<file path="src/hdl/snfcs_pkg.sv">
// Shared types and constants for the SPI NOR flash command sequencer.
`timescale 1ns / 1ps
`default_nettype none
package snfcs_pkg;

    localparam int ADDR_W            = 24;
    localparam int DEF_PAGE_BYTES    = 256;
    localparam int DEF_SECTOR_BYTES  = 4096;

    localparam logic [4:0] PH_IDLE     = 5'd0;
    localparam logic [4:0] PH_STAT_CMD = 5'd1;
    localparam logic [4:0] PH_STAT_DAT = 5'd2;
    localparam logic [4:0] PH_ID_HDR   = 5'd3;
    localparam logic [4:0] PH_ID_HI    = 5'd4;
    localparam logic [4:0] PH_ID_LO    = 5'd5;
    localparam logic [4:0] PH_BUSY_CMD = 5'd6;
    localparam logic [4:0] PH_BUSY_DAT = 5'd7;
    localparam logic [4:0] PH_WEN      = 5'd8;
    localparam logic [4:0] PH_WEL_CMD  = 5'd9;
    localparam logic [4:0] PH_WEL_DAT  = 5'd10;
    localparam logic [4:0] PH_HDR      = 5'd11;
    localparam logic [4:0] PH_DATA     = 5'd12;
    localparam logic [4:0] PH_POST_CMD = 5'd13;
    localparam logic [4:0] PH_POST_DAT = 5'd14;

    localparam logic [2:0] K_XFER = 3'd0;
    localparam logic [2:0] K_READ = 3'd1;
    localparam logic [2:0] K_STAT = 3'd2;
    localparam logic [2:0] K_ID   = 3'd3;
    localparam logic [2:0] K_DONE = 3'd4;
    localparam logic [2:0] K_REJ  = 3'd5;

    localparam logic [2:0] OP_STATUS = 3'd0;
    localparam logic [2:0] OP_ID     = 3'd1;
    localparam logic [2:0] OP_READ   = 3'd2;
    localparam logic [2:0] OP_PROG   = 3'd3;
    localparam logic [2:0] OP_SE     = 3'd4;
    localparam logic [2:0] OP_BE     = 3'd5;
    localparam logic [2:0] OP_CE     = 3'd6;
    localparam logic [2:0] OP_RANGE  = 3'd7;

    localparam logic [7:0] CMD_RDSR  = 8'h05;
    localparam logic [7:0] CMD_WREN  = 8'h06;
    localparam logic [7:0] CMD_READ  = 8'h03;
    localparam logic [7:0] CMD_PP    = 8'h02;
    localparam logic [7:0] CMD_BE    = 8'hD8;
    localparam logic [7:0] CMD_SE    = 8'h20;
    localparam logic [7:0] CMD_CE    = 8'hC7;
    localparam logic [7:0] CMD_RDID  = 8'h90;
    localparam logic [7:0] BYTE_DUMMY = 8'hFF;
    localparam logic [7:0] BYTE_ZERO  = 8'h00;

    localparam logic      KIND_START = 1'b0;

    typedef struct packed {
        logic        kind;
        logic [2:0]  op;
        logic [23:0] address;
        logic [23:0] length;
        logic [7:0]  rx_byte;
        logic [7:0]  wr_byte;
    } req_t;

    typedef struct packed {
        logic [2:0]  out_kind;
        logic [7:0]  tx_byte;
        logic        release_cs;
        logic [15:0] value;
        logic        last;
    } rsp_t;

endpackage
`default_nettype wire

</file>
<file path="src/hdl/snfcs_core.sv">
// Sequencer state registers and the per-request next-state and result logic.
`timescale 1ns / 1ps
`default_nettype none
module snfcs_core #(
    parameter int PAGE_BYTES   = 256,
    parameter int SECTOR_BYTES = 4096
) (
    input  wire                 clk,
    input  wire                 rst_n,
    input  wire                 go,
    input  snfcs_pkg::req_t     item,
    output snfcs_pkg::rsp_t     res0,
    output snfcs_pkg::rsp_t     res1,
    output logic [1:0]          res_cnt
);
    import snfcs_pkg::*;

    localparam int PG_LOG = $clog2(PAGE_BYTES);
    localparam int SC_LOG = $clog2(SECTOR_BYTES);
    localparam int SECT_W = ADDR_W - SC_LOG;
    localparam logic [ADDR_W-1:0] MAXSEC = ADDR_W'((32'hFFFFFF) >> SC_LOG);
    localparam logic [PG_LOG:0]   PAGE_C = (PG_LOG+1)'(PAGE_BYTES);

    logic [4:0]        phase_reg, phase_next;
    logic [2:0]        op_reg, op_next;
    logic [ADDR_W-1:0] ap_reg, ap_next;
    logic [ADDR_W-1:0] br_reg, br_next;
    logic [PG_LOG:0]   pr_reg, pr_next;
    logic [2:0]        hc_reg, hc_next;
    logic [7:0]        idh_reg, idh_next;
    logic [SECT_W-1:0] es_reg, es_next;

    logic [PG_LOG:0]   room;
    logic [ADDR_W-1:0] chunk_ap;
    logic [ADDR_W-1:0] chunk_br;
    logic [PG_LOG:0]   chunk;
    logic [ADDR_W-1:0] caddr;
    logic [ADDR_W-1:0] br_dec;
    logic [PG_LOG:0]   pr_dec;
    logic [SECT_W-1:0] es_new;
    logic [7:0]        wop;
    logic              erase;

    always_comb
    begin
        room  = PAGE_C - {1'b0, chunk_ap[PG_LOG-1:0]};
        chunk = ({{(ADDR_W-PG_LOG-1){1'b0}}, room} < chunk_br) ? room : chunk_br[PG_LOG:0];
    end

    always_comb
    begin
        caddr  = (op_reg == OP_RANGE) ? (ap_reg << SC_LOG) : ap_reg;
        br_dec = br_reg - ADDR_W'(1);
        pr_dec = pr_reg - (PG_LOG+1)'(1);
        es_new = (item.length < MAXSEC) ? item.length[SECT_W-1:0] : MAXSEC[SECT_W-1:0];
        erase  = (op_reg >= OP_SE);
        unique case (op_reg)
            OP_PROG: wop = CMD_PP;
            OP_BE:   wop = CMD_BE;
            OP_CE:   wop = CMD_CE;
            default: wop = CMD_SE;
        endcase
    end

    always_comb
    begin
        phase_next = phase_reg;
        op_next    = op_reg;
        ap_next    = ap_reg;
        br_next    = br_reg;
        pr_next    = pr_reg;
        hc_next    = hc_reg;
        idh_next   = idh_reg;
        es_next    = es_reg;
        res0       = '0;
        res1       = '0;
        res_cnt    = 2'd0;
        chunk_ap   = ap_reg;
        chunk_br   = br_reg;

        if (item.kind == KIND_START) begin
            res_cnt = 2'd1;
            if (phase_reg != PH_IDLE) begin
                res0.out_kind = K_REJ;
            end else if ((item.op == OP_READ || item.op == OP_PROG) && item.length == '0) begin
                res0.out_kind = K_REJ;
            end else begin
                op_next = item.op;
                res0.out_kind = K_XFER;
                unique case (item.op)
                    OP_STATUS:
                    begin
                        res0.tx_byte = CMD_RDSR;
                        phase_next = PH_STAT_CMD;
                    end
                    OP_ID:
                    begin
                        hc_next = 3'd1;
                        res0.tx_byte = CMD_RDID;
                        phase_next = PH_ID_HDR;
                    end
                    OP_RANGE:
                    begin
                        es_next = es_new;
                        if (item.address > {{SC_LOG{1'b0}}, es_new}) begin
                            res0.out_kind = K_DONE;
                            phase_next = PH_IDLE;
                        end else begin
                            ap_next = item.address;
                            res0.tx_byte = CMD_RDSR;
                            phase_next = PH_BUSY_CMD;
                        end
                    end
                    default:
                    begin
                        ap_next = item.address;
                        br_next = item.length;
                        chunk_ap = item.address;
                        chunk_br = item.length;
                        if (item.op == OP_PROG)
                            pr_next = chunk;
                        res0.tx_byte = CMD_RDSR;
                        phase_next = PH_BUSY_CMD;
                    end
                endcase
            end
        end else if (phase_reg != PH_IDLE) begin
            res_cnt = 2'd1;
            res0.out_kind = K_XFER;
            unique case (phase_reg)
                PH_STAT_CMD:
                begin
                    res0.tx_byte = BYTE_DUMMY;
                    res0.release_cs = 1'b1;
                    phase_next = PH_STAT_DAT;
                end
                PH_STAT_DAT:
                begin
                    res0.out_kind = K_STAT;
                    res0.value = {8'd0, item.rx_byte};
                    res1.out_kind = K_DONE;
                    res_cnt = 2'd2;
                    phase_next = PH_IDLE;
                end
                PH_ID_HDR:
                begin
                    if (hc_reg < 3'd4) begin
                        hc_next = hc_reg + 3'd1;
                        res0.tx_byte = BYTE_ZERO;
                    end else begin
                        res0.tx_byte = BYTE_DUMMY;
                        phase_next = PH_ID_HI;
                    end
                end
                PH_ID_HI:
                begin
                    idh_next = item.rx_byte;
                    res0.tx_byte = BYTE_DUMMY;
                    res0.release_cs = 1'b1;
                    phase_next = PH_ID_LO;
                end
                PH_ID_LO:
                begin
                    res0.out_kind = K_ID;
                    res0.value = {idh_reg, item.rx_byte};
                    res1.out_kind = K_DONE;
                    res_cnt = 2'd2;
                    phase_next = PH_IDLE;
                end
                PH_BUSY_CMD, PH_WEL_CMD, PH_POST_CMD:
                begin
                    res0.tx_byte = BYTE_DUMMY;
                    res0.release_cs = 1'b1;
                    phase_next = phase_reg + 5'd1;
                end
                PH_BUSY_DAT:
                begin
                    if (item.rx_byte[0]) begin
                        res0.tx_byte = CMD_RDSR;
                        phase_next = PH_BUSY_CMD;
                    end else if (op_reg == OP_READ) begin
                        hc_next = 3'd1;
                        res0.tx_byte = CMD_READ;
                        phase_next = PH_HDR;
                    end else begin
                        res0.tx_byte = CMD_WREN;
                        res0.release_cs = 1'b1;
                        phase_next = PH_WEN;
                    end
                end
                PH_WEN:
                begin
                    res0.tx_byte = CMD_RDSR;
                    phase_next = PH_WEL_CMD;
                end
                PH_WEL_DAT:
                begin
                    if (item.rx_byte[1:0] != 2'b10) begin
                        res0.tx_byte = CMD_RDSR;
                        phase_next = PH_WEL_CMD;
                    end else begin
                        hc_next = 3'd1;
                        res0.tx_byte = wop;
                        res0.release_cs = (op_reg == OP_CE);
                        phase_next = PH_HDR;
                    end
                end
                PH_HDR:
                begin
                    if (op_reg == OP_CE) begin
                        res0.tx_byte = CMD_RDSR;
                        phase_next = PH_POST_CMD;
                    end else if (hc_reg < 3'd4) begin
                        hc_next = hc_reg + 3'd1;
                        unique case (hc_reg)
                            3'd1:    res0.tx_byte = caddr[23:16];
                            3'd2:    res0.tx_byte = caddr[15:8];
                            default: res0.tx_byte = caddr[7:0];
                        endcase
                        res0.release_cs = erase && (hc_reg == 3'd3);
                    end else if (erase) begin
                        res0.tx_byte = CMD_RDSR;
                        phase_next = PH_POST_CMD;
                    end else if (op_reg == OP_READ) begin
                        res0.tx_byte = BYTE_DUMMY;
                        res0.release_cs = (br_reg == ADDR_W'(1));
                        phase_next = PH_DATA;
                    end else begin
                        res0.tx_byte = item.wr_byte;
                        res0.release_cs = (pr_reg == (PG_LOG+1)'(1));
                        phase_next = PH_DATA;
                    end
                end
                PH_DATA:
                begin
                    br_next = br_dec;
                    if (op_reg == OP_READ) begin
                        res0.out_kind = K_READ;
                        res0.value = {8'd0, item.rx_byte};
                        res_cnt = 2'd2;
                        if (br_dec == '0) begin
                            res1.out_kind = K_DONE;
                            phase_next = PH_IDLE;
                        end else begin
                            res1.out_kind = K_XFER;
                            res1.tx_byte = BYTE_DUMMY;
                            res1.release_cs = (br_dec == ADDR_W'(1));
                        end
                    end else begin
                        pr_next = pr_dec;
                        ap_next = ap_reg + ADDR_W'(1);
                        if (pr_dec == '0) begin
                            res0.tx_byte = CMD_RDSR;
                            phase_next = PH_POST_CMD;
                        end else begin
                            res0.tx_byte = item.wr_byte;
                            res0.release_cs = (pr_dec == (PG_LOG+1)'(1));
                        end
                    end
                end
                PH_POST_DAT:
                begin
                    if (item.rx_byte[0]) begin
                        res0.tx_byte = CMD_RDSR;
                        phase_next = PH_POST_CMD;
                    end else if (op_reg == OP_PROG && br_reg != '0) begin
                        pr_next = chunk;
                        res0.tx_byte = CMD_RDSR;
                        phase_next = PH_BUSY_CMD;
                    end else if (op_reg == OP_RANGE && ap_reg < {{SC_LOG{1'b0}}, es_reg}) begin
                        ap_next = ap_reg + ADDR_W'(1);
                        res0.tx_byte = CMD_RDSR;
                        phase_next = PH_BUSY_CMD;
                    end else begin
                        res0.out_kind = K_DONE;
                        phase_next = PH_IDLE;
                    end
                end
                default:
                begin
                    res_cnt = 2'd0;
                    res0 = '0;
                    phase_next = PH_IDLE;
                end
            endcase
        end

        if (res_cnt == 2'd1)
            res0.last = 1'b1;
        if (res_cnt == 2'd2)
            res1.last = 1'b1;
    end

    always_ff @(posedge clk or negedge rst_n)
    begin
        if (!rst_n) begin
            phase_reg <= PH_IDLE;
            op_reg    <= '0;
            ap_reg    <= '0;
            br_reg    <= '0;
            pr_reg    <= '0;
            hc_reg    <= '0;
            idh_reg   <= '0;
            es_reg    <= '0;
        end else if (go) begin
            phase_reg <= phase_next;
            op_reg    <= op_next;
            ap_reg    <= ap_next;
            br_reg    <= br_next;
            pr_reg    <= pr_next;
            hc_reg    <= hc_next;
            idh_reg   <= idh_next;
            es_reg    <= es_next;
        end
    end

endmodule
`default_nettype wire

</file>
<file path="src/hdl/snfcs_rfifo.sv">
// Four-entry result queue taking up to two results per cycle.
`timescale 1ns / 1ps
`default_nettype none
module snfcs_rfifo (
    input  wire                 clk,
    input  wire                 rst_n,
    input  wire                 push,
    input  wire [1:0]           push_cnt,
    input  snfcs_pkg::rsp_t     push0,
    input  snfcs_pkg::rsp_t     push1,
    output logic                room2,
    output logic                valid,
    input  wire                 stall,
    output snfcs_pkg::rsp_t     data
);
    import snfcs_pkg::*;

    rsp_t       mem_reg [4];
    logic [1:0] wp_reg, wp_next;
    logic [1:0] rp_reg, rp_next;
    logic [2:0] cnt_reg, cnt_next;
    logic       pop;
    logic [1:0] n_in;

    always_comb
    begin
        n_in     = push ? push_cnt : 2'd0;
        pop      = valid && !stall;
        wp_next  = wp_reg + n_in;
        rp_next  = rp_reg + {1'b0, pop};
        cnt_next = cnt_reg + {1'b0, n_in} - {2'b0, pop};
        room2    = (cnt_reg <= 3'd2);
        valid    = (cnt_reg != 3'd0);
        data     = mem_reg[rp_reg];
    end

    always_ff @(posedge clk)
    begin
        if (n_in != 2'd0)
            mem_reg[wp_reg] <= push0;
        if (n_in == 2'd2)
            mem_reg[wp_reg + 2'd1] <= push1;
    end

    always_ff @(posedge clk or negedge rst_n)
    begin
        if (!rst_n) begin
            wp_reg  <= '0;
            rp_reg  <= '0;
            cnt_reg <= '0;
        end else begin
            wp_reg  <= wp_next;
            rp_reg  <= rp_next;
            cnt_reg <= cnt_next;
        end
    end

endmodule
`default_nettype wire

</file>
<file path="src/hdl/spi_nor_flash_command_sequencer.sv">
// Top level of the SPI NOR flash command sequencer.
//
//  channel | signals                | payload
//  --------+------------------------+---------------------------------
//  req     | req_valid / req_stall  | command or finished SPI transfer
//  rsp     | rsp_valid / rsp_stall  | SPI transfer, data, status, ID, done, reject
//
// One request is taken per cycle while req_stall is low; it is held in the input
// register, then the sequencer step writes one or two results into a 4-entry queue.
// The step waits while the queue holds more than two results; sustained rate
// is one request per cycle when each yields one result and rsp_stall stays low.
// Asynchronous active-low reset returns the sequencer to idle, queue empty.
`timescale 1ns / 1ps
`default_nettype none
module spi_nor_flash_command_sequencer #(
    parameter int PAGE_BYTES   = snfcs_pkg::DEF_PAGE_BYTES,
    parameter int SECTOR_BYTES = snfcs_pkg::DEF_SECTOR_BYTES
) (
    input  wire                 clk,
    input  wire                 rst_n,
    input  wire                 req_valid,
    output logic                req_stall,
    input  snfcs_pkg::req_t     req,
    output logic                rsp_valid,
    input  wire                 rsp_stall,
    output snfcs_pkg::rsp_t     rsp
);
    import snfcs_pkg::*;

    req_t       in_reg;
    logic       in_vld_reg, in_vld_next;
    logic       room2;
    logic       go;
    logic       take;
    rsp_t       res0, res1;
    logic [1:0] res_cnt;

    always_comb
    begin
        go          = in_vld_reg && room2;
        req_stall   = in_vld_reg && !room2;
        take        = req_valid && !req_stall;
        in_vld_next = take || (in_vld_reg && !go);
    end

    always_ff @(posedge clk)
    begin
        if (take)
            in_reg <= req;
    end

    always_ff @(posedge clk or negedge rst_n)
    begin
        if (!rst_n)
            in_vld_reg <= 1'b0;
        else
            in_vld_reg <= in_vld_next;
    end

    snfcs_core #(
        .PAGE_BYTES   (PAGE_BYTES),
        .SECTOR_BYTES (SECTOR_BYTES)
    ) u_core (
        .clk     (clk),
        .rst_n   (rst_n),
        .go      (go),
        .item    (in_reg),
        .res0    (res0),
        .res1    (res1),
        .res_cnt (res_cnt)
    );

    snfcs_rfifo u_rfifo (
        .clk      (clk),
        .rst_n    (rst_n),
        .push     (go),
        .push_cnt (res_cnt),
        .push0    (res0),
        .push1    (res1),
        .room2    (room2),
        .valid    (rsp_valid),
        .stall    (rsp_stall),
        .data     (rsp)
    );

endmodule
`default_nettype wire

</file>
<file path="config.mk">
export PLATFORM = sky130hd
export DESIGN_NAME = spi_nor_flash_command_sequencer
export DESIGN_NICKNAME = d
export VERILOG_FILES = /design/src/hdl/snfcs_pkg.sv /design/src/hdl/snfcs_core.sv /design/src/hdl/snfcs_rfifo.sv /design/src/hdl/spi_nor_flash_command_sequencer.sv
export SDC_FILE = /design/constraint.sdc
export NUM_CORES = 1
export LEC_CHECK = 0
export BUFFER_PORTS_ARGS = -buffer_cell sky130_fd_sc_hd__buf_2
export CAP_MARGIN = 20
export CORE_ASPECT_RATIO = 1.1
export CORE_MARGIN = 5
export CORE_UTILIZATION = 39
export CTS_BUF_LIST = sky130_fd_sc_hd__clkbuf_8 sky130_fd_sc_hd__clkbuf_16
export CTS_CLUSTER_DIAMETER = 120
export DETAILED_ROUTE_END_ITERATION = 8
export PLACE_DENSITY = 0.62
export REMOVE_ABC_BUFFERS = 1
export SETUP_SLACK_MARGIN = 0.15
export SYNTH_ARGS = -nofsm -noshare
export SYNTH_HDL_FRONTEND = slang
export SYNTH_HIERARCHICAL = 1
export SYNTH_SLANG_ARGS = --single-unit
</file>
<file path="constraint.sdc">
create_clock -name clk -period 7.9 [get_ports clk]
set_clock_uncertainty 0.2 [all_clocks]
set_input_delay 0.79 -clock clk [delete_from_list [all_inputs] [get_ports clk]]
set_output_delay 0.79 -clock clk [all_outputs]
set_load 0.05 [all_outputs]
</file>
==> run summary <==
======================================================================================================
Vias in the first global route                                                                   12900
Rows                                                                                                80
CTS root buffer                                                                           sky130_fd_sc_hd__clkbuf_16
Total Negative Setup Slacks                                                                       0 ns
Final setup violation count                                                                          0
Arrival time at the worst endpoint                                                             6.30 ns
Global router's overall resource usage                                                           18.9%
Max VDD drop                                                                                  0.192 mV
Most frequent standard cell in the layout excluding fill and tap cells                    sky130_fd_sc_hd__edfxtp_1
Die footprint                                                                                47800 um2
Status                                                                                    complete, no violations
Transition time at the pin with the least slew margin                                          1.07 ns
Max-slew headroom                                                                                28.9%
# nets final                                                                                      1730
Port-buffer cells                                                                                  102
# placed instances                                                                                2143
Sequential element share of the synthesized area                                                 46.7%
Initial antenna violation count                                                                      0
Synth Flop Type                                                                           sky130_fd_sc_hd__edfxtp_1
Final Hold Violating Endpoints                                                                       0
Total of warnings raised by yosys                                                                    6
Initial DRC Count                                                                                 1220
Leakage power                                                                                  7.36 nW
Clock Sink Count                                                                                   280
Most frequent cells in the layout                                                         184 x sky130_fd_sc_hd__edfxtp_1, 132 x sky130_fd_sc_hd__mux2_2, 115 x sky130_fd_sc_hd__nand2_1
Mean routed wirelength per cell                                                                21.2 um
Slowest-stage cell, CP                                                                    sky130_fd_sc_hd__or4b_1
Effective utilization at floorplan                                                               39.3%
Ordered cell list for the critical path                                                   or4b_1, or4_1, a21oi_4, mux2i_1, ha_1, inv_1, or3_1, xor2_1, mux2_2, ha_1, and4_1, o2111ai_1, a31oi_1, o31ai_1, a31o_1, mux2i_1, a221oi_1
DPL Wire Length                                                                                31.3 mm
FFs w/ async S/R, synth                                                                          34.3%
Hold Buf Count CTS                                                                                   0
Mean number of vias per cell                                                                      5.87
Category of the worst setup path launch point                                                 register
Area of the core                                                                             43200 um2
Pre-CTS setup slack                                                                            1.94 ns
PD cells                                                                                    373 nW/um2
Proportion of layout cells with a drive suffix above 1                                           23.3%
Area grow syn2layout                                                                             11.8%
Height of the chip                                                                              229 um
Number of storage elements in the synthesis netlist                                                280
Largest stage delay, worst path                                                                0.87 ns
Final weighted congestion of routability-driven global placement                                 0.901
Post-synthesis instance area                                                                 17000 um2
TritonCTS Buffers                                                                                   34
Number of enable flip-flop cells after synthesis                                                   184
Number of buffers added for setup after CTS                                                          0
H-tree depth                                                                                         2
Final period demand of the worst path                                                          6.08 ns
Routed wire length                                                                             46.8 mm
Max reg flops                                                                                      116
ANT nets after route                                                                                 0
Number of I/O pins                                                                                 103
Synthesized instance count                                                                        1551
MaxCap Viol Count                                                                                    0
Critical path start-end classification                                                    register to register
Final worst-path setup slack                                                                   1.82 ns
Count of final max-slew check failures                                                               0
Maximum clock frequency                                                                        165 MHz
Portion of synthesized cell area occupied by the leading cell type                               32.6%
Clock tree from TritonCTS                                                                          yes
Count of antenna diodes in the layout                                                                0
Total number of vias                                                                             13000
Largest fanout on the critical path                                                                 26
DRC violations left                                                                                  0
Distinct cell type count after synthesis                                                            84
Largest net degree at the start of global routing                                                   76
Class of the tightest hold or removal check                                               input pin to async pin
Skew-Pair Late Insertion Delay                                                                 0.54 ns
Post-CTS resize count                                                                                0
Worst reg2reg path depth                                                                            17
Wire length of the first global-routing pass                                                   73.0 mm
Clock transition at the register clock pins on the worst setup and hold paths after CTS        0.06 ns
Crit path required time                                                                        8.13 ns
Avg Cell Area, Syn                                                                            10.9 um2
Final Non-Filler Cells                                                                            2205
Overflow after GRT                                                                                   0
Worst setup EP type                                                                           register
Number of optimization iterations in the first detailed-route pass                                   5
Filler Cells Inserted                                                                             4109
Area contributors post-synth                                                              sky130_fd_sc_hd__edfxtp_1 33%, sky130_fd_sc_hd__dfrtp_1 14%, sky130_fd_sc_hd__mux2_2 8.8%
Area used by sequential logic in the layout                                                   7930 um2
Yosys top cell by area                                                                    sky130_fd_sc_hd__edfxtp_1
Die extent in x                                                                                 209 um
Area of combinational cells with multiple inputs                                              8280 um2
Final clock period utilization by the worst path                                                 76.9%
RSZ-0062 raised after global routing                                                             false
Maximum clock insertion buffer count                                                                 3
======================================================================================================
## through the flow
| step | instance area [um2] | hold WS, ns | utilization, % | total power (W) |
|---|---|---|---|---|
| 3_5_place_dp | 17900 | 0.287 | 41.3 | 0.00557 |
| 5_1_grt | 19000 | 0.0672 | 43.9 | 0.00754 |
| 3_3_place_gp | 17900 | 0.282 | 41.3 | 0.00552 |
| 4_1_cts | 19000 | 0.0322 | 43.9 | 0.00714 |
| 2_1_floorplan | 16400 | 0.269 | - | 0.00464 |
| 6_report | 19000 | 0.0304 | 43.9 | 0.00709 |
## worst paths after layout
| path | start | end | slack (ns) |
|---|---|---|---|
| setup / recovery | u_core/phase_reg[3]$_DFFE_PN0P_ | u_core/pr_reg[6]$_DFFE_PN0P_ | 1.82 |
| hold / removal | rst_n | u_core/ap_reg[10]$_DFFE_PN0P_ | 0.03 |
| setup reg to reg | u_core/phase_reg[3]$_DFFE_PN0P_ | u_core/pr_reg[6]$_DFFE_PN0P_ | 1.82 |
| hold reg to reg | u_core/idh_reg[4]$_DFFE_PN0P_ | u_core/idh_reg[4]$_DFFE_PN0P_ | 0.30 |
| max in group asynchronous | rst_n | u_rfifo/rp_reg[1]$_DFF_PN0_ | 6.14 |
| min in group clk | req[49] | in_reg[49]$_DFFE_PP_ | 0.22 |
## per-layer routing
metal  part of all wire [%]  GRT usage [%]  up-vias
li1                       -              -     5984
met1                     42           24.9     6401
met2                     49           32.2      482
met3                    5.6           2.79       87
met4                    3.0           6.45        0
met5                      0              0        -
## critical path: cells and delay by family, from the launching register on
| family | cells | cell delay (ns) |
|---|---|---|
| muxes | 3 | 0.79 |
| DFF | 1 | 0.64 |
| buffers and inverters | 1 | 0.10 |
| AOI/OAI and AO/OA | 6 | 1.43 |
| and+or+nand+nor | 4 | 2.10 |
| xor gates and xnor gates | 1 | 0.15 |
| adders and majority gates | 2 | 0.53 |
## power by group
group / internal, W / switching, W
logic: 0.00117 / 0.00187
clock network: 0.000917 / 0.000612
registers: 0.00206 / 0.000464
## kinds of logic after synthesis
group,Yosys count,share of synthesized area (%)
DFF,280,46.7
buffers and inverters,187,5.01
and+or+nand+nor,497,15.3
other,1,0.0221
xor gates and xnor gates,29,1.50
muxes,193,14.8
adders and majority gates,53,3.95
AOI/OAI and AO/OA,311,12.7
## synth_stat cells, types with 29 or more instances
master / n
sky130_fd_sc_hd__a21oi_1: 58
sky130_fd_sc_hd__nand3_1: 34
sky130_fd_sc_hd__nor4_1: 37
sky130_fd_sc_hd__nand2_1: 115
sky130_fd_sc_hd__inv_1: 58
sky130_fd_sc_hd__mux2_2: 132
sky130_fd_sc_hd__dfrtp_1: 96
sky130_fd_sc_hd__mux4_2: 29
sky130_fd_sc_hd__nor2_1: 109
sky130_fd_sc_hd__edfxtp_1: 184
sky130_fd_sc_hd__o21ai_0: 66
sky130_fd_sc_hd__ha_1: 52
sky130_fd_sc_hd__clkbuf_1: 74
sky130_fd_sc_hd__nor3_1: 36
## final cells by class
type | instances | area share (%)
multi-input combinational | 1101 | 43.6
timing repair buffer | 129 | 3.77
clock inverter | 17 | 0.402
sequential | 280 | 41.8
clock buffer | 45 | 5.46
tap | 574 | 3.78
inverter | 59 | 1.17
No activity file was read; power rests on OpenSTA's default activity.
